$ cat src/nrefl_pkg.sv
// ----------------------------------------------------------------------------
// nrefl_pkg
// Shared widths, the pipeline tag and helpers for the normalized 2D
// reflection pipeline.
// ----------------------------------------------------------------------------
`timescale 1ns / 1ps
`default_nettype none

package nrefl_pkg;

    // Field widths at the ports
    localparam int IN_W    = 16;
    localparam int OUT_W   = 16;

    // Front end: products, dot product, scaled terms, reflected vector
    localparam int PROD_W  = 32;
    localparam int DOT_W   = 33;
    localparam int TERM_W  = 49;
    localparam int R_W     = 49;
    localparam int MAG_W   = 48;
    localparam int V_SHIFT = 28;

    // Normalizer: leading-one index, normalized magnitudes, squares, sum
    localparam int MSB_W   = 6;
    localparam int NORM_W  = 31;
    localparam int SQ_W    = 62;
    localparam int SUM_W   = 63;

    // Square root: remainder and root
    localparam int REM_W   = 64;
    localparam int ROOT_W  = 32;

    // Divider: numerator, divisor, quotient
    localparam int DIVN_W  = 47;
    localparam int DIV_W   = 33;
    localparam int Q_W     = 15;
    localparam int Q_SHIFT = 15;

    localparam logic [Q_W-1:0] ONE_Q14 = Q_W'(16384);

    // Control that travels with each item down the pipeline
    typedef struct packed {
        logic valid;
        logic zero;
        logic neg_x;
        logic neg_y;
    } t_tag;

    // Index of the highest set bit; zero for an all-zero word
    function automatic logic [MSB_W-1:0] f_msb(input logic [MAG_W-1:0] x);
        logic [MSB_W-1:0] idx;
        idx = '0;
        for (int i = 0; i < MAG_W; i++) begin
            if (x[i]) begin
                idx = MSB_W'(i);
            end
        end
        return idx;
    endfunction

endpackage

`default_nettype wire

$ cat src/nrefl_norm.sv
// ----------------------------------------------------------------------------
// nrefl_norm
// Shifts both magnitudes so the larger one lands in [2^30, 2^31), then forms
// the sum of squares, in four register stages.
// ----------------------------------------------------------------------------
`timescale 1ns / 1ps
`default_nettype none

module nrefl_norm (
    input  wire logic                                  i_clk,
    input  wire logic                                  i_rst_n,
    input  wire logic                                  i_en,
    input  wire nrefl_pkg::t_tag                       i_tag,
    input  wire logic [nrefl_pkg::MAG_W-1:0]           i_a,
    input  wire logic [nrefl_pkg::MAG_W-1:0]           i_b,
    output nrefl_pkg::t_tag                            o_tag,
    output logic [nrefl_pkg::SUM_W-1:0]                o_sum,
    output logic [nrefl_pkg::NORM_W-1:0]               o_a,
    output logic [nrefl_pkg::NORM_W-1:0]               o_b
);

    localparam int EXT_W = nrefl_pkg::MAG_W + nrefl_pkg::NORM_W - 1;

    nrefl_pkg::t_tag                   r1_tag, r2_tag, r3_tag, r4_tag;
    logic [nrefl_pkg::MSB_W-1:0]       r1_msb;
    logic [nrefl_pkg::MAG_W-1:0]       r1_a, r1_b;
    logic [nrefl_pkg::NORM_W-1:0]      r2_a, r2_b, r3_a, r3_b, r4_a, r4_b;
    logic [nrefl_pkg::SQ_W-1:0]        r3_sqa, r3_sqb;
    logic [nrefl_pkg::SUM_W-1:0]       r4_sum;

    logic [EXT_W-1:0]                  w_ext_a, w_ext_b;

    // Place the leading one of the wider magnitude at bit 30; low bits drop
    always_comb begin
        w_ext_a = {r1_a, {(nrefl_pkg::NORM_W-1){1'b0}}} >> r1_msb;
        w_ext_b = {r1_b, {(nrefl_pkg::NORM_W-1){1'b0}}} >> r1_msb;
    end

    // Advance valid bits
    always_ff @(posedge i_clk) begin
        if (!i_rst_n) begin
            r1_tag.valid <= 1'b0;
            r2_tag.valid <= 1'b0;
            r3_tag.valid <= 1'b0;
            r4_tag.valid <= 1'b0;
        end else if (i_en) begin
            r1_tag <= i_tag;
            r2_tag <= r1_tag;
            r3_tag <= r2_tag;
            r4_tag <= r3_tag;
        end
    end

    // Advance datapath
    always_ff @(posedge i_clk) begin
        if (i_en) begin
            r1_msb <= nrefl_pkg::f_msb(i_a | i_b);
            r1_a   <= i_a;
            r1_b   <= i_b;

            r2_a   <= w_ext_a[nrefl_pkg::NORM_W-1:0];
            r2_b   <= w_ext_b[nrefl_pkg::NORM_W-1:0];

            r3_sqa <= r2_a * r2_a;
            r3_sqb <= r2_b * r2_b;
            r3_a   <= r2_a;
            r3_b   <= r2_b;

            r4_sum <= nrefl_pkg::SUM_W'(r3_sqa) + nrefl_pkg::SUM_W'(r3_sqb);
            r4_a   <= r3_a;
            r4_b   <= r3_b;
        end
    end

    assign o_tag = r4_tag;
    assign o_sum = r4_sum;
    assign o_a   = r4_a;
    assign o_b   = r4_b;

endmodule

`default_nettype wire

$ cat config.mk
export PLATFORM = sky130hd
export DESIGN_NAME = nrefl_norm
export DESIGN_NICKNAME = d
export VERILOG_FILES = /design/src/nrefl_pkg.sv /design/src/nrefl_norm.sv
export SDC_FILE = /design/constraint.sdc
export NUM_CORES = 2
export LEC_CHECK = 0
export BUFFER_PORTS_ARGS = -buffer_cell sky130_fd_sc_hd__buf_2
export CAP_MARGIN = 5
export CORE_UTILIZATION = 53
export DETAILED_ROUTE_END_ITERATION = 8
export PLACE_DENSITY = 0.7
export SYNTH_ARGS = -nofsm -noshare
export SYNTH_HDL_FRONTEND = slang
export SYNTH_SLANG_ARGS = --single-unit
$ cat constraint.sdc
create_clock -name i_clk -period 21.8 [get_ports i_clk]
set_clock_uncertainty 0.15 [all_clocks]
set_input_delay 0 -clock i_clk [delete_from_list [all_inputs] [get_ports i_clk]]
set_output_delay 0 -clock i_clk [all_outputs]
set_load 0.005 [all_outputs]
Word level (Yosys, flattened, before mapping) --
Cells that the tools add are included.
Storage, ports and cells: memory bits (read-only) 0, logic and storage cells 89, bits of input ports 103, output and inout bits 129, register bits after elaboration 491, memories kept 0, bits in latches 0, bits in writable memories 0
Operators by class: multiply operators 2, shift operators 2, add/subtract/negate cells 1, magnitude comparators 0, multiplexer cells 46, equality and inequality tests 0, bitwise operators 1, reduce and logical (&&, ||, !) cells 5, divide/modulo/power cells 0
Operators with widths (number):
- 2-to-1 mux 6 bit | 30
- right shift 78 x 6 -> 31 bit | 2
- multiplier 31 x 31 -> 62 bit | 2
- adder 62 x 62 -> 63 bit | 1
- bitwise OR 48 bit | 1
- 2-to-1 mux 4 bit | 8
- OR reduction 16 bit | 1
- 2-to-1 mux 3 bit | 4
- OR reduction 8 bit | 1
- 2-to-1 mux 2 bit | 2
- OR reduction 4 bit | 1
- 2-to-1 mux 1 bit | 2
- AND reduction 2 bit | 1
- OR reduction 2 bit | 1

Longest topological paths before layout --
word-level depth 47, depth in mapped cells 32

Least setup slack after synthesis --
No wires, ideal clock.
kind reg2reg, start point register r2_b[17] in the netlist's numbering, end point register r3_sqb[58] in the netlist's numbering, data pin, setup time 0.269 ns, cell stages (with the launch flop) 30, period minus slack after synthesis 7.910 ns, arrival time 7.492 ns, setup slack 13.890 ns, path buffers 3, data required time 21.381 ns, path through edfxtp_1 > clkbuf_1 > clkbuf_1 > nand2_1 > inv_1 > fa_1 > fa_1 > inv_1 > fa_1 > inv_1 > fa_1 > inv_1 > fa_1 > fa_1 > inv_1 > fa_1 > inv_1 > fa_1 > inv_1 > ha_1 > buf_2 > nand4_1 > or2_2 > or2_2 > or3_1 > o211a_1 > nor4b_2 > o2bb2ai_1 > o31ai_1 > xor2_1
On the way: word-level cells in the longest chain between the ends 1
RTL lines:
- start, declared | RTL line nrefl_norm.sv:27 | logic [nrefl_pkg::NORM_W-1:0] r2_a, r2_b, r3_a, r3_b, r4_a, r4_b;
- start signal, assigned | RTL line nrefl_norm.sv:62 | r2_b <= w_ext_b[nrefl_pkg::NORM_W-1:0];
- multiplier 31 x 31 -> 62 bit | RTL line nrefl_norm.sv:65 | r3_sqb <= r2_b * r2_b;
- end signal, assigned | RTL line nrefl_norm.sv:65
- end, declared | RTL line nrefl_norm.sv:28 | logic [nrefl_pkg::SQ_W-1:0] r3_sqa, r3_sqb;
No other way between the ends. A chain may end at the register's enable or synchronous reset.

Worst setup path after layout --
start point register r2_a[10] in the netlist's numbering, end point register r3_sqa[60] in the netlist's numbering, data pin
On the way: word-level cells in the longest chain between the ends 1
RTL lines:
- start, declared | RTL line nrefl_norm.sv:27
- start signal, assigned | RTL line nrefl_norm.sv:61 | r2_a <= w_ext_a[nrefl_pkg::NORM_W-1:0];
- multiplier 31 x 31 -> 62 bit | RTL line nrefl_norm.sv:64 | r3_sqa <= r2_a * r2_a;
- end signal, assigned | RTL line nrefl_norm.sv:64
- end, declared | RTL line nrefl_norm.sv:28
No other way between the ends.

==> results.yml <==
sta:
  timing.setup.tns_ps: 0
  clock.fmax_mhz: 107
  setup_slack_ps: 12420
  hold_viol_final: 0
  post-route-period-util: 0.430
  period_needed_ps: 9380
  grt_setup_unrepaired: "false"
  slew_violations: 0
  setup_viol: 0
  relSlewSlack: 0.278
  worst_pin_slew_ps: 1080
synthesis:
  synth_ff_type: "edfxtp_1"
  syn-num-nets: 9824
  ys_warn_count: 0
  ys_ff_latch: 487
  synth-async-reset-ratio: 0
  synth_edf_count: 483
  synthTopCellsByArea: "fa_1, edfxtp_1, ha_1, inv_1, nand2_1"
  synth_cell_types: 75
  syn_inst: 7635
  avgSynthCellArea_um2: 10.2
  syn_area_um2: 77600
  synth_largest_area_cell: "fa_1"
  yosysTopAreaCellShare: 0.387
  ys_seq_area_frac: 0.188
run_status:
  outcome: "complete, no violations"
grt:
  antenna_found_initial: 9
  overflow: 0
  grt_pass1_wl_um: 338000
  grt_pass1_vias: 59500
  grt_usage: 0.300
  grt_max_degree: 173
drt:
  ant_nets: 0
  drtIter0Drc: 4151
  first_pass_iters: 6
  drt-total-wl_um: 215000
  vias_per_cell: 5.61
  drcViolationCount: 0
  wl_per_cell_um: 21.7
  vias: 55500
placed_design:
  place_congestion: 0.996
  dp_hpwl_um: 164000
  io_buffers: 231
  pre_cts_slack_ps: 12640
setup_path:
  startpoint_type: "flip-flop"
  endpoint_kind: "flip-flop"
  cp.arrival_ps: 9650
  slowest_delay_ps: 690
  path_class: "flip-flop to flip-flop"
  path_max_fanout: 26
  crit_path_top_delay_cell: "a311oi_1"
  worst-path-buf-inv: 8
  cp_top_family: "adder cells"
  cpMostUsedCell: "fa_1"
  worstPathRequired_ps: 22070
clocking:
  cts.sinks: 487
  clock_latency_ps: 690
  clk_pin_slew_ps: 70
  cts_root_buffer: "clkbuf_16"
  clock_path_buffers: 3
  tritoncts: "built"
  ctsHtreeMaxLevel: 2
  post_cts_buffers: 0
  cts_buffers: 55
floorplan:
  dieHeight_um: 385
  rows: 140
  die_w_um: 385
  coreArea_um2: 145000
  die-area_um2: 148000
  num_io_pins: 232
  start_util: 0.534
hold_path:
  hold_class: "input port to flip-flop"
layout:
  fin_nets: 10100
  area_delta_synth_final_pct: 9.02
  final_cell_mix: "inv_1, fa_1, nand2_1, ha_1, edfxtp_1"
  drive_gt1_frac: 0.0655
  final_common_cell: "inv_1"
flow_run:
  drv_cap: 0
==> metal layers <==
metal | GRT usage | vias to the layer above | share of wire
li1 | - | 24300 | -
met1 | 0.393 | 28200 | 0.39
met2 | 0.498 | 2456 | 0.48
met3 | 0.0439 | 562 | 0.077
met4 | 0.132 | 0 | 0.053
met5 | 0 | - | 0
==> registers in the layout (all words and copies together) (netlist names), 48 cells and up <==
register / flops
o_sum: 63
r1_a: 48
r1_b: 48
r3_sqa: 60
r3_sqb: 60
==> cell type report <==
class | instances | area [um^2]
well taps | 1917 | 2400
repair buffers | 512 | 3800
diodes | 1 | 2.50
clock buffers | 61 | 1400
fillers | 12200 | 60800
inverters | 1914 | 7180
flip-flops and latches | 487 | 14600
clock inverters | 41 | 470
multi-input cells | 4952 | 54700
==> synth_stat cells (20+ instances only) <==
| cell type | number |
|---|---|
| a211oi_1 | 34 |
| a21o_1 | 109 |
| a21oi_1 | 260 |
| a31oi_1 | 28 |
| and2_1 | 354 |
| and3_1 | 27 |
| buf_1 | 20 |
| clkbuf_1 | 252 |
| edfxtp_1 | 483 |
| fa_1 | 1500 |
| ha_1 | 586 |
| inv_1 | 1898 |
| mux2_2 | 24 |
| mux2i_1 | 93 |
| mux4_2 | 70 |
| nand2_1 | 749 |
| nand3_1 | 49 |
| nand4_1 | 22 |
| nor2_1 | 295 |
| nor2b_1 | 41 |
| nor3_1 | 45 |
| o21a_1 | 33 |
| o21ai_0 | 173 |
| o21bai_1 | 37 |
| o22ai_1 | 22 |
| xnor2_1 | 128 |
| xor2_1 | 64 |
==> final timing paths <==
kind	to	startpoint	cells past startpoint	slack [ps]
max	r3_sqa[60]	r2_a[10]	28	12420
min	r1_msb[0]	i_a[47]	4	100
max reg2reg	r3_sqa[60]	r2_a[10]	28	12420
min reg2reg	o_b[1]	r3_b[1]	0	240
==> what timing repair did <==
| item | in CTS | in global routing |
|---|---|---|
| resized for setup | 0 | 0 |
| hold endpoints to repair | 226 | 0 |
| hold buffers | 204 | 0 |
==> stage by stage <==
step	util	cell area, um^2	hold WS (ps)	instances
after global routing	0.582	84600	97.4	9885
after detailed placement	0.555	80700	28.1	9578
after floorplan	-	77600	-51.1	7635
after CTS	0.582	84600	24.7	9884
after global placement	0.555	80700	29.0	9578
final	0.582	84600	96.5	9885
==> worst register-to-register path, delay by kind of cell, from the launching register on <==
kind | cells | cell delay [ps]
XOR/XNOR | 1 | 110
flip-flops | 1 | 320
AO/OA/AOI/OAI | 4 | 1530
buffers and inverters | 8 | 1370
AND/OR/NAND/NOR | 6 | 1190
adder cells (fa/ha/maj) | 9 | 4430
==> cell families after synthesis <==
family / synth area share
buf+inv: 0.106
fa+ha+maj: 0.482
simple gates: 0.0992
compound gates: 0.0672
flops: 0.188
xor+xnor: 0.0217
mux: 0.0358
Power is left out: the tool's default activity adds up to more than one toggle a clock period on the data nets, which glitch-free logic cannot reach.
