### src/nrefl_pkg.sv
// ----------------------------------------------------------------------------
// nrefl_pkg
// Shared widths, the pipeline tag and helpers for the normalized 2D
// reflection pipeline.
// ----------------------------------------------------------------------------
`timescale 1ns / 1ps
`default_nettype none

package nrefl_pkg;

    // Field widths at the ports
    localparam int IN_W    = 16;
    localparam int OUT_W   = 16;

    // Front end: products, dot product, scaled terms, reflected vector
    localparam int PROD_W  = 32;
    localparam int DOT_W   = 33;
    localparam int TERM_W  = 49;
    localparam int R_W     = 49;
    localparam int MAG_W   = 48;
    localparam int V_SHIFT = 28;

    // Normalizer: leading-one index, normalized magnitudes, squares, sum
    localparam int MSB_W   = 6;
    localparam int NORM_W  = 31;
    localparam int SQ_W    = 62;
    localparam int SUM_W   = 63;

    // Square root: remainder and root
    localparam int REM_W   = 64;
    localparam int ROOT_W  = 32;

    // Divider: numerator, divisor, quotient
    localparam int DIVN_W  = 47;
    localparam int DIV_W   = 33;
    localparam int Q_W     = 15;
    localparam int Q_SHIFT = 15;

    localparam logic [Q_W-1:0] ONE_Q14 = Q_W'(16384);

    // Control that travels with each item down the pipeline
    typedef struct packed {
        logic valid;
        logic zero;
        logic neg_x;
        logic neg_y;
    } t_tag;

    // Index of the highest set bit; zero for an all-zero word
    function automatic logic [MSB_W-1:0] f_msb(input logic [MAG_W-1:0] x);
        logic [MSB_W-1:0] idx;
        idx = '0;
        for (int i = 0; i < MAG_W; i++) begin
            if (x[i]) begin
                idx = MSB_W'(i);
            end
        end
        return idx;
    endfunction

endpackage

`default_nettype wire

### src/nrefl_front.sv
// ----------------------------------------------------------------------------
// nrefl_front
// Dot product, reflection r = v - 2(v.n)n and component magnitudes, in five
// register stages.
// ----------------------------------------------------------------------------
`timescale 1ns / 1ps
`default_nettype none

module nrefl_front (
    input  wire logic                                  i_clk,
    input  wire logic                                  i_rst_n,
    input  wire logic                                  i_en,
    input  wire logic                                  i_valid,
    input  wire logic signed [nrefl_pkg::IN_W-1:0]     i_incident_x,
    input  wire logic signed [nrefl_pkg::IN_W-1:0]     i_incident_y,
    input  wire logic signed [nrefl_pkg::IN_W-1:0]     i_normal_x,
    input  wire logic signed [nrefl_pkg::IN_W-1:0]     i_normal_y,
    output nrefl_pkg::t_tag                            o_tag,
    output logic [nrefl_pkg::MAG_W-1:0]                o_a,
    output logic [nrefl_pkg::MAG_W-1:0]                o_b
);

    // Stage 1: products
    logic                                  r1_valid;
    logic signed [nrefl_pkg::PROD_W-1:0]   r1_pxx, r1_pyy;
    logic signed [nrefl_pkg::IN_W-1:0]     r1_vx, r1_vy, r1_nx, r1_ny;

    // Stage 2: dot product
    logic                                  r2_valid;
    logic signed [nrefl_pkg::DOT_W-1:0]    r2_dot;
    logic signed [nrefl_pkg::IN_W-1:0]     r2_vx, r2_vy, r2_nx, r2_ny;

    // Stage 3: d times normal
    logic                                  r3_valid;
    logic signed [nrefl_pkg::TERM_W-1:0]   r3_tx, r3_ty;
    logic signed [nrefl_pkg::IN_W-1:0]     r3_vx, r3_vy;

    // Stage 4: reflected vector with 36 fraction bits
    logic                                  r4_valid;
    logic signed [nrefl_pkg::R_W-1:0]      r4_rx, r4_ry;

    // Stage 5: magnitudes and flags
    nrefl_pkg::t_tag                       r5_tag;
    logic [nrefl_pkg::MAG_W-1:0]           r5_a, r5_b;

    // Advance valid bits and the flags of the last stage
    always_ff @(posedge i_clk) begin
        if (!i_rst_n) begin
            r1_valid     <= 1'b0;
            r2_valid     <= 1'b0;
            r3_valid     <= 1'b0;
            r4_valid     <= 1'b0;
            r5_tag.valid <= 1'b0;
        end else if (i_en) begin
            r1_valid     <= i_valid;
            r2_valid     <= r1_valid;
            r3_valid     <= r2_valid;
            r4_valid     <= r3_valid;
            r5_tag.valid <= r4_valid;
            r5_tag.zero  <= (r4_rx == '0) && (r4_ry == '0);
            r5_tag.neg_x <= r4_rx[nrefl_pkg::R_W-1];
            r5_tag.neg_y <= r4_ry[nrefl_pkg::R_W-1];
        end
    end

    // Advance datapath
    always_ff @(posedge i_clk) begin
        if (i_en) begin
            r1_pxx <= i_incident_x * i_normal_x;
            r1_pyy <= i_incident_y * i_normal_y;
            r1_vx  <= i_incident_x;
            r1_vy  <= i_incident_y;
            r1_nx  <= i_normal_x;
            r1_ny  <= i_normal_y;

            r2_dot <= nrefl_pkg::DOT_W'(r1_pxx) + nrefl_pkg::DOT_W'(r1_pyy);
            r2_vx  <= r1_vx;
            r2_vy  <= r1_vy;
            r2_nx  <= r1_nx;
            r2_ny  <= r1_ny;

            r3_tx  <= r2_dot * r2_nx;
            r3_ty  <= r2_dot * r2_ny;
            r3_vx  <= r2_vx;
            r3_vy  <= r2_vy;

            r4_rx  <= (nrefl_pkg::R_W'(r3_vx) <<< nrefl_pkg::V_SHIFT)
                      - (nrefl_pkg::R_W'(r3_tx) <<< 1);
            r4_ry  <= (nrefl_pkg::R_W'(r3_vy) <<< nrefl_pkg::V_SHIFT)
                      - (nrefl_pkg::R_W'(r3_ty) <<< 1);

            r5_a   <= r4_rx[nrefl_pkg::R_W-1] ? nrefl_pkg::MAG_W'(-r4_rx)
                                              : nrefl_pkg::MAG_W'(r4_rx);
            r5_b   <= r4_ry[nrefl_pkg::R_W-1] ? nrefl_pkg::MAG_W'(-r4_ry)
                                              : nrefl_pkg::MAG_W'(r4_ry);
        end
    end

    assign o_tag = r5_tag;
    assign o_a   = r5_a;
    assign o_b   = r5_b;

endmodule

`default_nettype wire

### config.mk
export PLATFORM = sky130hd
export DESIGN_NAME = nrefl_front
export DESIGN_NICKNAME = d
export VERILOG_FILES = /design/src/nrefl_pkg.sv /design/src/nrefl_front.sv
export SDC_FILE = /design/constraint.sdc
export NUM_CORES = 2
export LEC_CHECK = 0
export BUFFER_PORTS_ARGS = -buffer_cell sky130_fd_sc_hd__buf_4
export CORE_ASPECT_RATIO = 0.6
export CORE_MARGIN = 2
export CORE_UTILIZATION = 30
export CTS_CLUSTER_DIAMETER = 60
export DETAILED_ROUTE_END_ITERATION = 16
export GPL_ROUTABILITY_DRIVEN = 0
export PLACE_DENSITY = 0.53
export SETUP_SLACK_MARGIN = 0.05
export SLEW_MARGIN = 20
export SYNTH_ARGS = -nofsm -noshare
export SYNTH_HDL_FRONTEND = slang
export SYNTH_SLANG_ARGS = --single-unit
### constraint.sdc
create_clock -name i_clk -period 16.9 [get_ports i_clk]
set_input_delay 3.38 -clock i_clk [delete_from_list [all_inputs] [get_ports i_clk]]
set_output_delay 3.38 -clock i_clk [all_outputs]
set_load 0.005 [all_outputs]
After elaboration in Yosys (flattened, before gate mapping):

Index checks and enable logic that the tools add are counted.

* register bits: 555
* input bits: 68
* output and inout bits: 100
* word-level logic and storage cells: 42

* $mul: 4
* add/sub/neg operators: 5
* reduce and logical (&&, ||, !) cells: 4
* muxes and demuxes: 2

Operators with widths (count)
* 49-bit logical NOT: 2
* 44-bit by 49-bit subtractor with 49-bit output: 2
* 33-bit by 16-bit multiplier with 48-bit output: 2
* 48-bit 2-to-1 mux: 2
* 48-bit negation: 2
* 16-bit by 16-bit multiplier with 32-bit output: 2
* 32-bit by 32-bit adder with 33-bit output: 1
* 2-bit AND reduction: 1
* 1-bit logical AND: 1

Logic depth before layout (Yosys ltp):

* word-level depth: 2
* mapped depth: 26
* gate-level depth less buffers: 25

Worst setup path before layout:

OpenSTA, ideal clock, no wires.

* path kind: input to register
* start point: input i_incident_y[15] (netlist name)
* end point: register r1_pyy[30] (netlist name) (data pin)
* setup time: 0.258 ns
* buffers on the path: 2
* data required time: 16.642 ns
* arrival: 9.067 ns
* stages on the path: 21
* path slack: 7.575 ns
* path through: clkbuf_1 -> nand2_1 -> fa_1 -> inv_1 -> fa_1 -> inv_1 -> fa_1 -> fa_1 -> fa_1 -> inv_1 -> fa_1 -> ha_1 -> clkbuf_1 -> nand2_1 -> a21oi_1 -> a211oi_1 -> o21ai_0 -> or4_1 -> a311o_1 -> a21oi_1 -> xnor2_1

* cells in the longest elaborated chain, start to end: 1

RTL lines
* start: declaration: line nrefl_front.sv:15 `input wire logic signed [nrefl_pkg::IN_W-1:0] i_incident_y,`
* 16-bit by 16-bit multiplier with 32-bit output: line nrefl_front.sv:70 `r1_pyy <= i_incident_y * i_normal_y;`
* end signal: assignment: line nrefl_front.sv:70
* end: declaration: line nrefl_front.sv:25 `logic signed [nrefl_pkg::PROD_W-1:0] r1_pxx, r1_pyy;`

Every way passes these cells.
A chain may end at the register's enable or synchronous reset.

Final worst setup path:

* start point: input i_normal_x[4] (netlist name)
* end point: register r1_pxx[31] (netlist name) (data pin)

* cells in the longest elaborated chain, start to end: 1

RTL lines
* start: declaration: line nrefl_front.sv:16 `input wire logic signed [nrefl_pkg::IN_W-1:0] i_normal_x,`
* 16-bit by 16-bit multiplier with 32-bit output: line nrefl_front.sv:69 `r1_pxx <= i_incident_x * i_normal_x;`
* end signal: assignment: line nrefl_front.sv:69
* end: declaration: line nrefl_front.sv:25

Every way passes these cells.

==> out/metrics.csv <==
stage,metric,value,unit
placed_design,Buffers on Ports,165,
logic_synthesis,register area share after synthesis,0.2103,
global_route,first-pass GRT wire length,329200,um
worst_setup_path,Worst Path Arrival,9710,ps
clocking,Clock Sinks,551,
worst_setup_path,most frequent CP cell,fa_1,
worst_setup_path,critical path's slowest cell,a311oi_1,
clocking,post-cts hold buffer count,0,
sta,Final Slew Violations,0,
sta,fin crit share,0.5499,
sta,Slew @ Worst Pin,1048,ps
die,die width,664.2,um
die,core area,0.2602,sq mm
global_route,pin count of the biggest net entering global routing,76,
worst_setup_path,r2r setup slk,8760,ps
sta,Tmin final,9294,ps
global_route,total track usage,0.1583,
sta,Peak Freq,107.6,MHz
logic_synthesis,commonest register cell after synthesis,edfxtp_1,
clocking,Max Root-Sink Buffers,3,
sta,Max Clock Skew,29.83,ps
worst_setup_path,cells along the critical path,buf_4 > nand2_1 > fa_1 > inv_1 > fa_1 > inv_1 > fa_1 > inv_1 > fa_1 > inv_1 > fa_1 > inv_1 > fa_1 > ha_1 > a21o_1 > a21o_1 > a21oi_1 > nand2_1 > o22ai_1 > o21ai_0 > a311oi_1 > o21ai_0 > a21oi_1 > xnor2_1,
sta,Final WS setup,7606,ps
worst_setup_path,Worst Setup SP,i_normal_x[4],
clocking,postcts setup bufs,0,
placed_design,placed instance count,11178,
logic_synthesis,top post-synthesis cells by area,"fa_1 39%, edfxtp_1 21%, inv_1 8.6%",
placed_design,sum of net half-perimeters after detailed placement,160100,um
final_layout,Nets,9847,
logic_synthesis,Synth Register Bits,551,
worst_setup_path,worst setup path end,r1_pxx[31],
route,DR vias/cell,4.628,
route,Detailed Route WL,204800,um
worst_setup_path,origin of the critical flop-to-flop path,r2_nx[7],
route,DR pass1 iterations,7,
worst_setup_path,FF-to-FF End,r3_tx[44],
worst_setup_path,Buffers & Inverters on Critical Path,6,
logic_synthesis,"area leader, netlist",fa_1,
worst_setup_path,WP depth,24,
sta,final setup TNS,0,ps
logic_synthesis,cell area after synthesis,0.07844,sq mm
route,Routed WL per cell,18.10,um
clocking,H-Tree Depth,3,
die,I/O Pins,168,
worst_setup_path,WS Path Type,input port to register,
route,DR iter-0 viols,3537,
worst_setup_path,CP max stage delay,680,ps
route,# DRC,0,
die,Die ar.,0.2657,sq mm
sta,max_slew headroom,0.2954,
final_layout,Finished Layout Cells,11316,
die,Initial Util,0.3015,
run_status,status,"finished, final reports clean",
worst_setup_path,Worst setup EP type,register,
hold_path,Hold Path Cell Cnt,0,
logic_synthesis,Yosys warning count,0,
hold_path,worst hold-check path type,register to register,
clocking,CTS buffer count,72,
sta,hold_ws,416.3,ps
final_layout,area grow syn2layout,9.733,%
placed_design,Place WS,6918,ps
sta,Final Hold Viols,0,
worst_setup_path,Worst EP required,17310,ps
worst_setup_path,CP max FO,17,
clocking,clock transition at the registers of the reported paths,60,ps
logic_synthesis,Avg Inst Size Synth,10.09,sq um
die,row cnt,145,
worst_setup_path,crit start category,input port,
die,Die H,400.1,um
worst_setup_path,Worst Reg-to-Reg Cells,24,
clocking,worst-skew pair later-pin latency,680,ps
clocking,CTS tree,built,
global_route,antenna violations before repair,11,
sta,unrepaired setup endpoints after global routing,no,
logic_synthesis,Post-synth EDFFs,546,
logic_synthesis,ys async rst share,0,
final_layout,layout cells sized above 1,0.04964,
route,Vias,52374,
logic_synthesis,Cell variety after synth,85,
logic_synthesis,Gate Count Post-Synth,7774,
job,Max-Cap Viols,0,
clocking,PostCTS Resize Cnt,0,
worst_setup_path,CP top delay family,adder cells,
global_route,vias in the first global route,56228,
global_route,grt total ovfl,0,
sta,final setup fails,0,
logic_synthesis,Yosys top cell area share,0.3861,
clocking,Root Driver,clkbuf_16,
route,ANT nets after route,0,
layout make-up:
| type | instances | area [sq um] |
|---|---|---|
| multi-input combinational | 5121 | 54050 |
| inverter | 1810 | 6794 |
| sequential | 551 | 16500 |
| timing repair buffer | 242 | 1832 |
| fill | 26538 | 174100 |
| antenna | 5 | 12.51 |
| clock inverter | 53 | 720.7 |
| tap | 3454 | 4322 |
| clock buffer | 80 | 1853 |
metrics by stage:
stage / utilization / instance area, sq um
floorplan: - / 78450
global placement: 0.3209 / 83480
detailed placement: 0.3209 / 83490
CTS: 0.3308 / 86070
global route: 0.3308 / 86070
finish: 0.3309 / 86080
registers in the layout (all words and copies together), names as in the netlist, 4 cells and up:
signal,flops
r1_vy,16
r4_rx,48
o_b,47
r1_pxx,32
r1_vx,16
r3_vx,16
r3_vy,16
r3_ty,48
r2_vy,16
r1_pyy,32
r2_nx,16
r1_ny,16
r2_ny,16
r2_dot,33
r4_ry,48
r3_tx,48
o_a,47
o_tag,4
r2_vx,16
r1_nx,16
worst min-delay path by stage:
stage / start / endpoint / slack [ps]
floorplan: r1_nx[0] / r2_nx[0] / 400
global placement: r2_vy[7] / r3_vy[7] / 400
detailed placement: r1_nx[0] / r2_nx[0] / 400
CTS: r2_vx[7] / r3_vx[7] / 410
global route: r2_vx[7] / r3_vx[7] / 420
finish: r2_vx[7] / r3_vx[7] / 420
logic make-up (layout without fill, tap and decap cells):
group | after synthesis | in the layout | synth area share
buf+inv | 2103 | 2185 | 0.1007
simple gates | 2100 | 2100 | 0.1303
fa+ha+maj | 1981 | 1981 | 0.4608
compound gates | 651 | 651 | 0.05452
flops | 551 | 551 | 0.2103
xor+xnor | 381 | 381 | 0.04254
mux | 6 | 6 | 0.0007656
other cells | 1 | 7 | 0.00004780
layout by cell type, fill, tap and decap left out, types with 170 or more instances in the layout:
master | netlist | layout
a21oi_1 | 170 | 170
and2_1 | 615 | 615
buf_4 | 2 | 240
edfxtp_1 | 546 | 546
fa_1 | 1513 | 1513
ha_1 | 468 | 468
inv_1 | 1806 | 1806
nand2_1 | 995 | 995
nor2_1 | 184 | 184
xnor2_1 | 300 | 300
worst register-to-register path: cells and delay by family, from the launching register on:
kind / cells / cell delay (ps)
flops: 1 / 330
xor+xnor: 1 / 130
compound gates: 8 / 2960
buf+inv: 6 / 640
simple gates: 2 / 390
fa+ha+maj: 7 / 3400
per-layer routing:
metal	part of all wire	vias up	GRT usage
met5	0.000044	-	0
met4	0.016	2	0.02709
met3	0.062	199	0.02643
met2	0.43	1345	0.2400
met1	0.49	27175	0.2392
li1	-	23653	-
Yosys cell counts (29+ instances only):
library cell,number
a21o_1,114
a21oi_1,170
and2_1,615
clkbuf_1,288
edfxtp_1,546
fa_1,1513
ha_1,468
inv_1,1806
nand2_1,995
nand2b_1,51
nand3_1,36
nor2_1,184
nor2b_1,31
nor3_1,46
o21a_1,29
o21ai_0,112
o31ai_1,34
xnor2_1,300
xor2_1,81
Power is not shown: default switching activity piles up to over one toggle a cycle in this logic, so the estimate is an artifact.
