## config.mk

```make
export PLATFORM = sky130hd
export DESIGN_NAME = nrefl_div
export DESIGN_NICKNAME = d
export VERILOG_FILES = /design/src/nrefl_pkg.sv /design/src/nrefl_div.sv
export SDC_FILE = /design/constraint.sdc
export NUM_CORES = 2
export LEC_CHECK = 0
export BUFFER_PORTS_ARGS = -buffer_cell sky130_fd_sc_hd__buf_2
export CORE_ASPECT_RATIO = 0.75
export CORE_MARGIN = 1
export CORE_UTILIZATION = 30
export DETAILED_ROUTE_END_ITERATION = 6
export MAX_ROUTING_LAYER = met4
export PLACE_DENSITY = 0.45
export SETUP_SLACK_MARGIN = 0.05
export SYNTH_ARGS = -nofsm -noshare
export SYNTH_HDL_FRONTEND = slang
export SYNTH_SLANG_ARGS = --single-unit
```

## constraint.sdc

```tcl
create_clock -name i_clk -period 4.73 [get_ports i_clk]
set_clock_uncertainty 0.1 [all_clocks]
set_input_delay 0.2365 -clock i_clk [delete_from_list [all_inputs] [get_ports i_clk]]
set_output_delay 0.2365 -clock i_clk [all_outputs]
set_load 0.02 [all_outputs]
```

## src/nrefl_pkg.sv

```systemverilog
// ----------------------------------------------------------------------------
// nrefl_pkg
// Shared widths, the pipeline tag and helpers for the normalized 2D
// reflection pipeline.
// ----------------------------------------------------------------------------
`timescale 1ns / 1ps
`default_nettype none

package nrefl_pkg;

    // Field widths at the ports
    localparam int IN_W    = 16;
    localparam int OUT_W   = 16;

    // Front end: products, dot product, scaled terms, reflected vector
    localparam int PROD_W  = 32;
    localparam int DOT_W   = 33;
    localparam int TERM_W  = 49;
    localparam int R_W     = 49;
    localparam int MAG_W   = 48;
    localparam int V_SHIFT = 28;

    // Normalizer: leading-one index, normalized magnitudes, squares, sum
    localparam int MSB_W   = 6;
    localparam int NORM_W  = 31;
    localparam int SQ_W    = 62;
    localparam int SUM_W   = 63;

    // Square root: remainder and root
    localparam int REM_W   = 64;
    localparam int ROOT_W  = 32;

    // Divider: numerator, divisor, quotient
    localparam int DIVN_W  = 47;
    localparam int DIV_W   = 33;
    localparam int Q_W     = 15;
    localparam int Q_SHIFT = 15;

    localparam logic [Q_W-1:0] ONE_Q14 = Q_W'(16384);

    // Control that travels with each item down the pipeline
    typedef struct packed {
        logic valid;
        logic zero;
        logic neg_x;
        logic neg_y;
    } t_tag;

    // Index of the highest set bit; zero for an all-zero word
    function automatic logic [MSB_W-1:0] f_msb(input logic [MAG_W-1:0] x);
        logic [MSB_W-1:0] idx;
        idx = '0;
        for (int i = 0; i < MAG_W; i++) begin
            if (x[i]) begin
                idx = MSB_W'(i);
            end
        end
        return idx;
    endfunction

endpackage

`default_nettype wire

```

## src/nrefl_div.sv

```systemverilog
// ----------------------------------------------------------------------------
// nrefl_div
// Two-lane pipelined restoring divider: q = floor((a*2^15 + L) / (2L)),
// one setup stage and one quotient bit per stage after it.
// ----------------------------------------------------------------------------
`timescale 1ns / 1ps
`default_nettype none

module nrefl_div (
    input  wire logic                                  i_clk,
    input  wire logic                                  i_rst_n,
    input  wire logic                                  i_en,
    input  wire nrefl_pkg::t_tag                       i_tag,
    input  wire logic [nrefl_pkg::ROOT_W-1:0]          i_root,
    input  wire logic [nrefl_pkg::NORM_W-1:0]          i_a,
    input  wire logic [nrefl_pkg::NORM_W-1:0]          i_b,
    output nrefl_pkg::t_tag                            o_tag,
    output logic [nrefl_pkg::Q_W-1:0]                  o_q_x,
    output logic [nrefl_pkg::Q_W-1:0]                  o_q_y
);

    nrefl_pkg::t_tag                   s_tag [nrefl_pkg::Q_W+1];
    logic [nrefl_pkg::DIVN_W-1:0]      s_rem [nrefl_pkg::Q_W+1][2];
    logic [nrefl_pkg::Q_W-1:0]         s_q   [nrefl_pkg::Q_W+1][2];
    logic [nrefl_pkg::DIV_W-1:0]       s_div [nrefl_pkg::Q_W+1];

    // Setup stage: rounding numerator per lane, shared divisor 2L
    nrefl_pkg::t_tag                   r0_tag;
    logic [nrefl_pkg::DIVN_W-1:0]      r0_num [2];
    logic [nrefl_pkg::DIV_W-1:0]       r0_div;

    always_ff @(posedge i_clk) begin
        if (!i_rst_n) begin
            r0_tag.valid <= 1'b0;
        end else if (i_en) begin
            r0_tag <= i_tag;
        end
    end

    always_ff @(posedge i_clk) begin
        if (i_en) begin
            r0_num[0] <= (nrefl_pkg::DIVN_W'(i_a) << nrefl_pkg::Q_SHIFT)
                         + nrefl_pkg::DIVN_W'(i_root);
            r0_num[1] <= (nrefl_pkg::DIVN_W'(i_b) << nrefl_pkg::Q_SHIFT)
                         + nrefl_pkg::DIVN_W'(i_root);
            r0_div    <= {i_root, 1'b0};
        end
    end

    assign s_tag[0]    = r0_tag;
    assign s_div[0]    = r0_div;
    assign s_rem[0][0] = r0_num[0];
    assign s_rem[0][1] = r0_num[1];
    assign s_q[0][0]   = '0;
    assign s_q[0][1]   = '0;

    genvar k, l;
    generate
        for (k = 0; k < nrefl_pkg::Q_W; k++) begin : g_stage
            localparam int BIT = nrefl_pkg::Q_W - 1 - k;

            nrefl_pkg::t_tag                   r_tag;
            logic [nrefl_pkg::DIV_W-1:0]       r_div;
            logic [nrefl_pkg::DIVN_W-1:0]      w_trial;

            assign w_trial = nrefl_pkg::DIVN_W'(s_div[k]) << BIT;

            // Advance valid bit
            always_ff @(posedge i_clk) begin
                if (!i_rst_n) begin
                    r_tag.valid <= 1'b0;
                end else if (i_en) begin
                    r_tag <= s_tag[k];
                end
            end

            // Hold divisor alongside the item
            always_ff @(posedge i_clk) begin
                if (i_en) begin
                    r_div <= s_div[k];
                end
            end

            assign s_tag[k+1] = r_tag;
            assign s_div[k+1] = r_div;

            for (l = 0; l < 2; l++) begin : g_lane
                logic [nrefl_pkg::DIVN_W-1:0]  r_rem, n_rem;
                logic [nrefl_pkg::Q_W-1:0]     r_q, n_q;

                // Subtract the shifted divisor when it fits; set quotient bit
                always_comb begin
                    if (s_rem[k][l] >= w_trial) begin
                        n_rem = s_rem[k][l] - w_trial;
                        n_q   = s_q[k][l] | (nrefl_pkg::Q_W'(1) << BIT);
                    end else begin
                        n_rem = s_rem[k][l];
                        n_q   = s_q[k][l];
                    end
                end

                always_ff @(posedge i_clk) begin
                    if (i_en) begin
                        r_rem <= n_rem;
                        r_q   <= n_q;
                    end
                end

                assign s_rem[k+1][l] = r_rem;
                assign s_q[k+1][l]   = r_q;
            end
        end
    endgenerate

    assign o_tag = s_tag[nrefl_pkg::Q_W];
    assign o_q_x = s_q[nrefl_pkg::Q_W][0];
    assign o_q_y = s_q[nrefl_pkg::Q_W][1];

endmodule

`default_nettype wire

```

Word-level counts from Yosys, hierarchy flattened

Memories as Yosys holds them, arrays and structs flattened.
Cells that the tools add are included.

Add/subtract/negate cells: 30
Order comparisons: 30
Mux-type cells: 32
Reduce and logical (&&, ||, !) cells: 1

Operators by type and width:

| kind             | count |
|---|---|
| $mux 47          | 28 |
| $add 46x32->47   | 2 |
| $ge 47x33->1     | 2 |
| $ge 47x34->1     | 2 |
| $ge 47x35->1     | 2 |
| $ge 47x36->1     | 2 |
| $ge 47x37->1     | 2 |
| $ge 47x38->1     | 2 |
| $ge 47x39->1     | 2 |
| $ge 47x40->1     | 2 |
| $ge 47x41->1     | 2 |
| $ge 47x42->1     | 2 |
| $ge 47x43->1     | 2 |
| $ge 47x44->1     | 2 |
| $ge 47x45->1     | 2 |
| $ge 47x46->1     | 2 |
| $ge 47x47->1     | 2 |
| $sub 47x34->47   | 2 |
| $sub 47x35->47   | 2 |
| $sub 47x36->47   | 2 |
| $sub 47x37->47   | 2 |
| $sub 47x38->47   | 2 |
| $sub 47x39->47   | 2 |
| $sub 47x40->47   | 2 |
| other kinds (10) | 19 |

Flip-flop bits (word level): 2,310
Bits in writable memories: 94
Input bits: 101
Output and inout bits: 34
Logic and storage cells: 259
Memories kept: 1

Memory list:

| name   | words | bits a word | rd ports | clocked after Yosys merged registers in | write ports | line            | RTL |
|---|---|---|---|---|---|---|---|
| r0_num | 2     | 47          | 2        | 0                                       | 2           | nrefl_div.sv:29 | `logic [nrefl_pkg::DIVN_W-1:0] r0_num [2];` |

Depth between registers and ports, before layout

An unclocked memory read counts as a cell.

Depth after elaboration: 3
Depth in mapped cells: 17
Gate-level depth less buffers: 15

Least setup slack after synthesis

Ideal clock, no wire load.

Kind: flip-flop to flip-flop
Start: reg, netlist name g_stage[9].g_lane[0].r_rem[5]
End: reg g_stage[10].g_lane[1].r_rem[12] (netlist name) (data pin)
Arrival: 3,701 ps
Slack: 669 ps
Stages on the path, launching flop included: 16
Clock period less this slack: 4,061 ps
Cell sequence: edfxtp_1 inv_1 ha_1 inv_1 fa_1 a21o_1 a221oi_1 o221ai_1 a222oi_1 nand4b_1 a31oi_1 o31ai_1 or2_2 buf_2 buf_2 mux2_2

RTL lines:

| item                 | line             | RTL |
|---|---|---|
| to (signal assigned) | nrefl_div.sv:104 | `r_rem <= n_rem;` |
| to (decl)            | nrefl_div.sv:88  | `logic [nrefl_pkg::DIVN_W-1:0] r_rem, n_rem;` |

Worst setup path after layout

Start: reg g_stage[10].g_lane[0].r_rem[4] (netlist name)
End: reg g_stage[11].g_lane[0].r_rem[43] (netlist name) (data pin)

Word-level cells in the longest chain between the ends: 2
Elaborated cells between the ends (all ways): 3
Classes of those cells: 1 x add/sub; 1 x order compare; 1 x mux

Ends and longest elaborated chain:

| item                                           | line                             | RTL |
|---|---|---|
| from (decl)                                    | nrefl_div.sv:88                  |  |
| from (signal assigned)                         | nrefl_div.sv:104                 |  |
| $sub 47x36->47 or $ge 47x36->1 (tied branches) | nrefl_div.sv:94, nrefl_div.sv:93 |  |
| $mux 47 *                                      | nrefl_div.sv:93                  | `if (s_rem[k][l] >= w_trial) begin` |
| named net g_stage[11].g_lane[0].n_rem, one bit | nrefl_div.sv:88                  |  |
| to (signal assigned)                           | nrefl_div.sv:104                 |  |
| to (decl)                                      | nrefl_div.sv:88                  |  |

Mark *: on every way through the listed nets, which the timed path passes. The rest lies on a longest branch.
A chain may end at the register's enable or synchronous reset.

==> reports/summary.md <==
The flow ran to the end, but the final reports show violations. The checks that failed: DRC. The post-detailed-route wirelength per cell is 23.8 um. The run gives 31 as the number of antenna violations at the first check in global routing. In this run the worst path has a maximum fanout of 6.

The number of clock buffers added by TritonCTS is 221. The tools report the maximum ir drop on the vdd rail as 0.388 mV. For this block, the initial DRC count from the detailed router was 8302. The floorplan has 201 rows.

Broken down by cell family, the worst path's largest delay share belongs to compound AO/OA/AOI/OAI gates. Stage delay of the slowest cell on the critical path: 0.85 ns. The run gives 0.92 ns as the clock insertion delay at the later pin of the skew report. Once the floorplan was initialized, standard cells occupied 30.2% of the core. The worst hold path begins at i_root[28]. The overall power after layout came out at 92.2 mW. Chip height: 552 um. In the synthesized netlist the async set-or-reset flop fraction comes to 0%. The critical path in this run is classified as register to register.

The critical path starts at g_stage[10].g_lane[0].r_rem[4]. The cell sitting at the root of the clock tree is a clkbuf_16. Across all layers, the routed design uses 93200 vias. For the utilization of the core after routing, the log shows 34.9%. The slowest stage of the critical path belongs to the cell a221oi_1.

Number of buffers inserted by port buffering: 134. The critical path goes through inv_1, ha_1, a21oi_1, o22ai_1, o21ai_0, o21ai_0, a221oi_1, o211ai_1, and2_1, nand2_1, nand2_1, a2111oi_0, mux2_2. The number of different library cells used by synthesis comes to 91. The overall die width was 735 um; the number of warnings printed during yosys synthesis was 0. The mapped netlist covers 121000 um2. Setup violations remaining at the end of the flow were counted as 0. For the worst-case headroom to the max-slew limit, the log shows 15.0%. For the maximum count of clock buffers along a single path, the log shows 4. The first detailed-routing pass took 7 iterations.

The power density normalized to cell area was 659 nW/um2; the share of final-layout standard cells stronger than drive strength 1 was 8.63%. After detailed routing, the number of vias per cell comes to 5.22. Leaving out fill and tap cells, the most frequent cell in the layout is edfxtp_1. The first-pass GRT wire length came out at 613000 um.

The floorplan step defined a core boundary enclosing 401000 um2. Yosys mapped a number of flops with a built-in enable equal to 1910. The run gives 40100 as the number of filler cells placed in the layout.

In the finished design, the share of the clock period the worst path needs comes to 96.2%. The average size of a mapped cell works out to 10.3 um2. The congestion estimate from routability-driven global placement came to 0.922.

Hold is met by 0.0786 ns. TritonCTS built the clock tree. The peak clock frequency supported by timing came out at 0.220 GHz. Counting flops and latches in the post-synthesis netlist gives 1926. The total clock sinks is 1926. The worst setup path is launched from a register.

The logs give 5.26 ns for the required time of the worst setup path and 54.9 nW for the leakage power figure. At the pin with the least slew margin, the transition time is 1.27 ns. The final global-route overflow total was 0.

Setup repair after global routing left no endpoint under its margin. Detailed placement ended at an HPWL of 342000 um. The area overhead of the layout relative to synthesis is 15.7%. The floorplan step defined a die boundary enclosing 406000 um2.

The H-tree depth is 4. The part of the Yosys area used for sequential elements is 47.7%, and the footprint of the flip-flops and latches is 57700 um2. Entering global routing, the biggest net connects 154 pins. The final hold violation count is 0. The run gives 425000 um as the sum of routed wire length over all layers.

Including well taps, the total number of placed cells is 17200. The run gives 0 as the count of maximum capacitance violations. The finished layout holds 17800 standard cells, fillers aside. Setup slack on the worst reg-to-reg path comes out at 0.18 ns. The logs give 20.8% for the total global routing track utilization and 89400 for the via count of the first global-routing pass. The top cell types in the final layout, fill and taps aside, are 1910 x edfxtp_1, 1089 x a21oi_1, 1045 x nand2_1, 980 x ha_1, 869 x o21ai_0.

Combined buffer and inverter count along the critical path: 1. Origin of the critical flop-to-flop path: g_stage[10].g_lane[0].r_rem[4]. Synthesis handed over a netlist of 11700 instances. The register clock-pin slew on the reported worst setup and hold paths was 0.06 ns; the time the final worst path needs with I/O delays and setup was 4.55 ns. The arrival time reported for the critical path endpoint was 5.08 ns. The multi-input combinational cell area came out at 59700 um2. The run gives 0 as the number of pins with negative max-slew slack in the final report.

The post-synth net total is 12800. The final-stage net count was 13400. STA classifies the critical path endpoint as a register. Worst min-delay path category: primary input to register. The run gives 0 as the number of nets with antenna violations after detailed routing. For this run, the leading register cell type out of synthesis is edfxtp_1.

After detailed routing, the number of remaining DRC violations is 4. 135 I/O pins were placed.
==> what timing repair did <==
item,in CTS,in global routing
pin swaps,0,5
hold endpoints to repair,186,0
hold buffers,163,0
resized for setup,1,40
buffers inserted,1,11
endpoints found under the setup margin,20,253
==> per-stage QoR <==
step / worst slack [ns] / area, um2 / setup TNS [ns]
after floorplan: 0.669 / 121000 / 0
final: 0.178 / 140000 / 0
after detailed placement: -0.0683 / 130000 / -0.167
after global routing: 0.0372 / 140000 / 0
after global placement: -0.125 / 130000 / -0.587
after CTS: 0.0200 / 140000 / 0
==> logic make-up (layout without fill, tap and decap cells) <==
group	after synthesis	in the layout	share of synthesized area (%)
AO/OA/AOI/OAI	3400	3400	17.3
XOR/XNOR	991	991	7.18
adder cells (fa/ha/maj)	1007	1007	10.6
buffers and inverters	1040	1788	3.26
flip-flops	1926	1926	47.7
multiplexers	160	160	1.46
other	0	19	0
AND/OR/NAND/NOR	3178	3178	12.5
==> worst paths after layout <==
path | cells after the start | endpoint
max | 13 | g_stage[11].g_lane[0].r_rem[43]
min | 2 | r0_div[29]
max reg2reg | 13 | g_stage[11].g_lane[0].r_rem[43]
min reg2reg | 0 | g_stage[11].g_lane[0].r_q[14]
==> area by class of cell <==
type	instances	share of cell area, %
flip-flops and latches	1926	41.2
inverters	717	1.92
diodes	19	0.0340
clock buffers	266	4.17
multi-input cells	8736	42.7
well taps	5379	4.81
clock inverters	145	1.21
repair buffers	660	3.97
==> power breakdown <==
group          switching [mW]  leakage (nW)  total [mW]  internal, mW
clock                    7.68          3.62        18.1          10.4
sequential               4.81          18.6        30.9          26.1
combinational            25.6          32.8        43.2          17.5
total                    38.1          54.9        92.2          54.1
==> state kept, by name, indices dropped and copies added (netlist names) <==
register              flops
g_stage.g_lane.r_rem   1197
g_stage.r_div           329
g_stage.g_lane.r_q      210
r0_num                   64
g_stage.r_tag            56
r0_div                   32
o_q_x                    15
o_q_y                    15
o_tag                     4
r0_tag                    4
==> per-layer routing <==
metal	routed length, um	global-route usage [%]
met2	178000	30.1
met3	26200	3.03
met4	7900	3.87
met1	213000	30.9
met5	0	-
==> cell usage after synthesis, types with 27 or more instances <==
library cell / number / share of area, %
mux2_2: 107 / 1.0
a31oi_1: 96 / 0.50
nand2b_1: 139 / 0.72
or3_1: 64 / 0.33
nor2_1: 769 / 2.4
edfxtp_1: 1910 / 47
xor2_1: 453 / 3.3
nor3_1: 192 / 0.79
nor4_1: 89 / 0.46
o211ai_1: 40 / 0.25
a21boi_0: 33 / 0.20
o21ai_0: 880 / 3.6
or2_2: 28 / 0.14
or4_1: 35 / 0.22
a211oi_1: 78 / 0.48
and4_1: 31 / 0.22
clkbuf_1: 284 / 0.88
inv_1: 714 / 2.2
and2_1: 42 / 0.22
nand4_1: 187 / 0.97
ha_1: 981 / 10
mux2_1: 27 / 0.25
a21oi_1: 1095 / 4.5
a21o_1: 558 / 3.5
and3_1: 97 / 0.50
xnor2_1: 538 / 3.9
o21bai_1: 132 / 0.82
nand2_1: 1046 / 3.2
nand3_1: 207 / 0.86
nor2b_1: 162 / 0.84
o21a_1: 116 / 0.72
o31ai_1: 79 / 0.49
(Power assumes the default switching activity.)
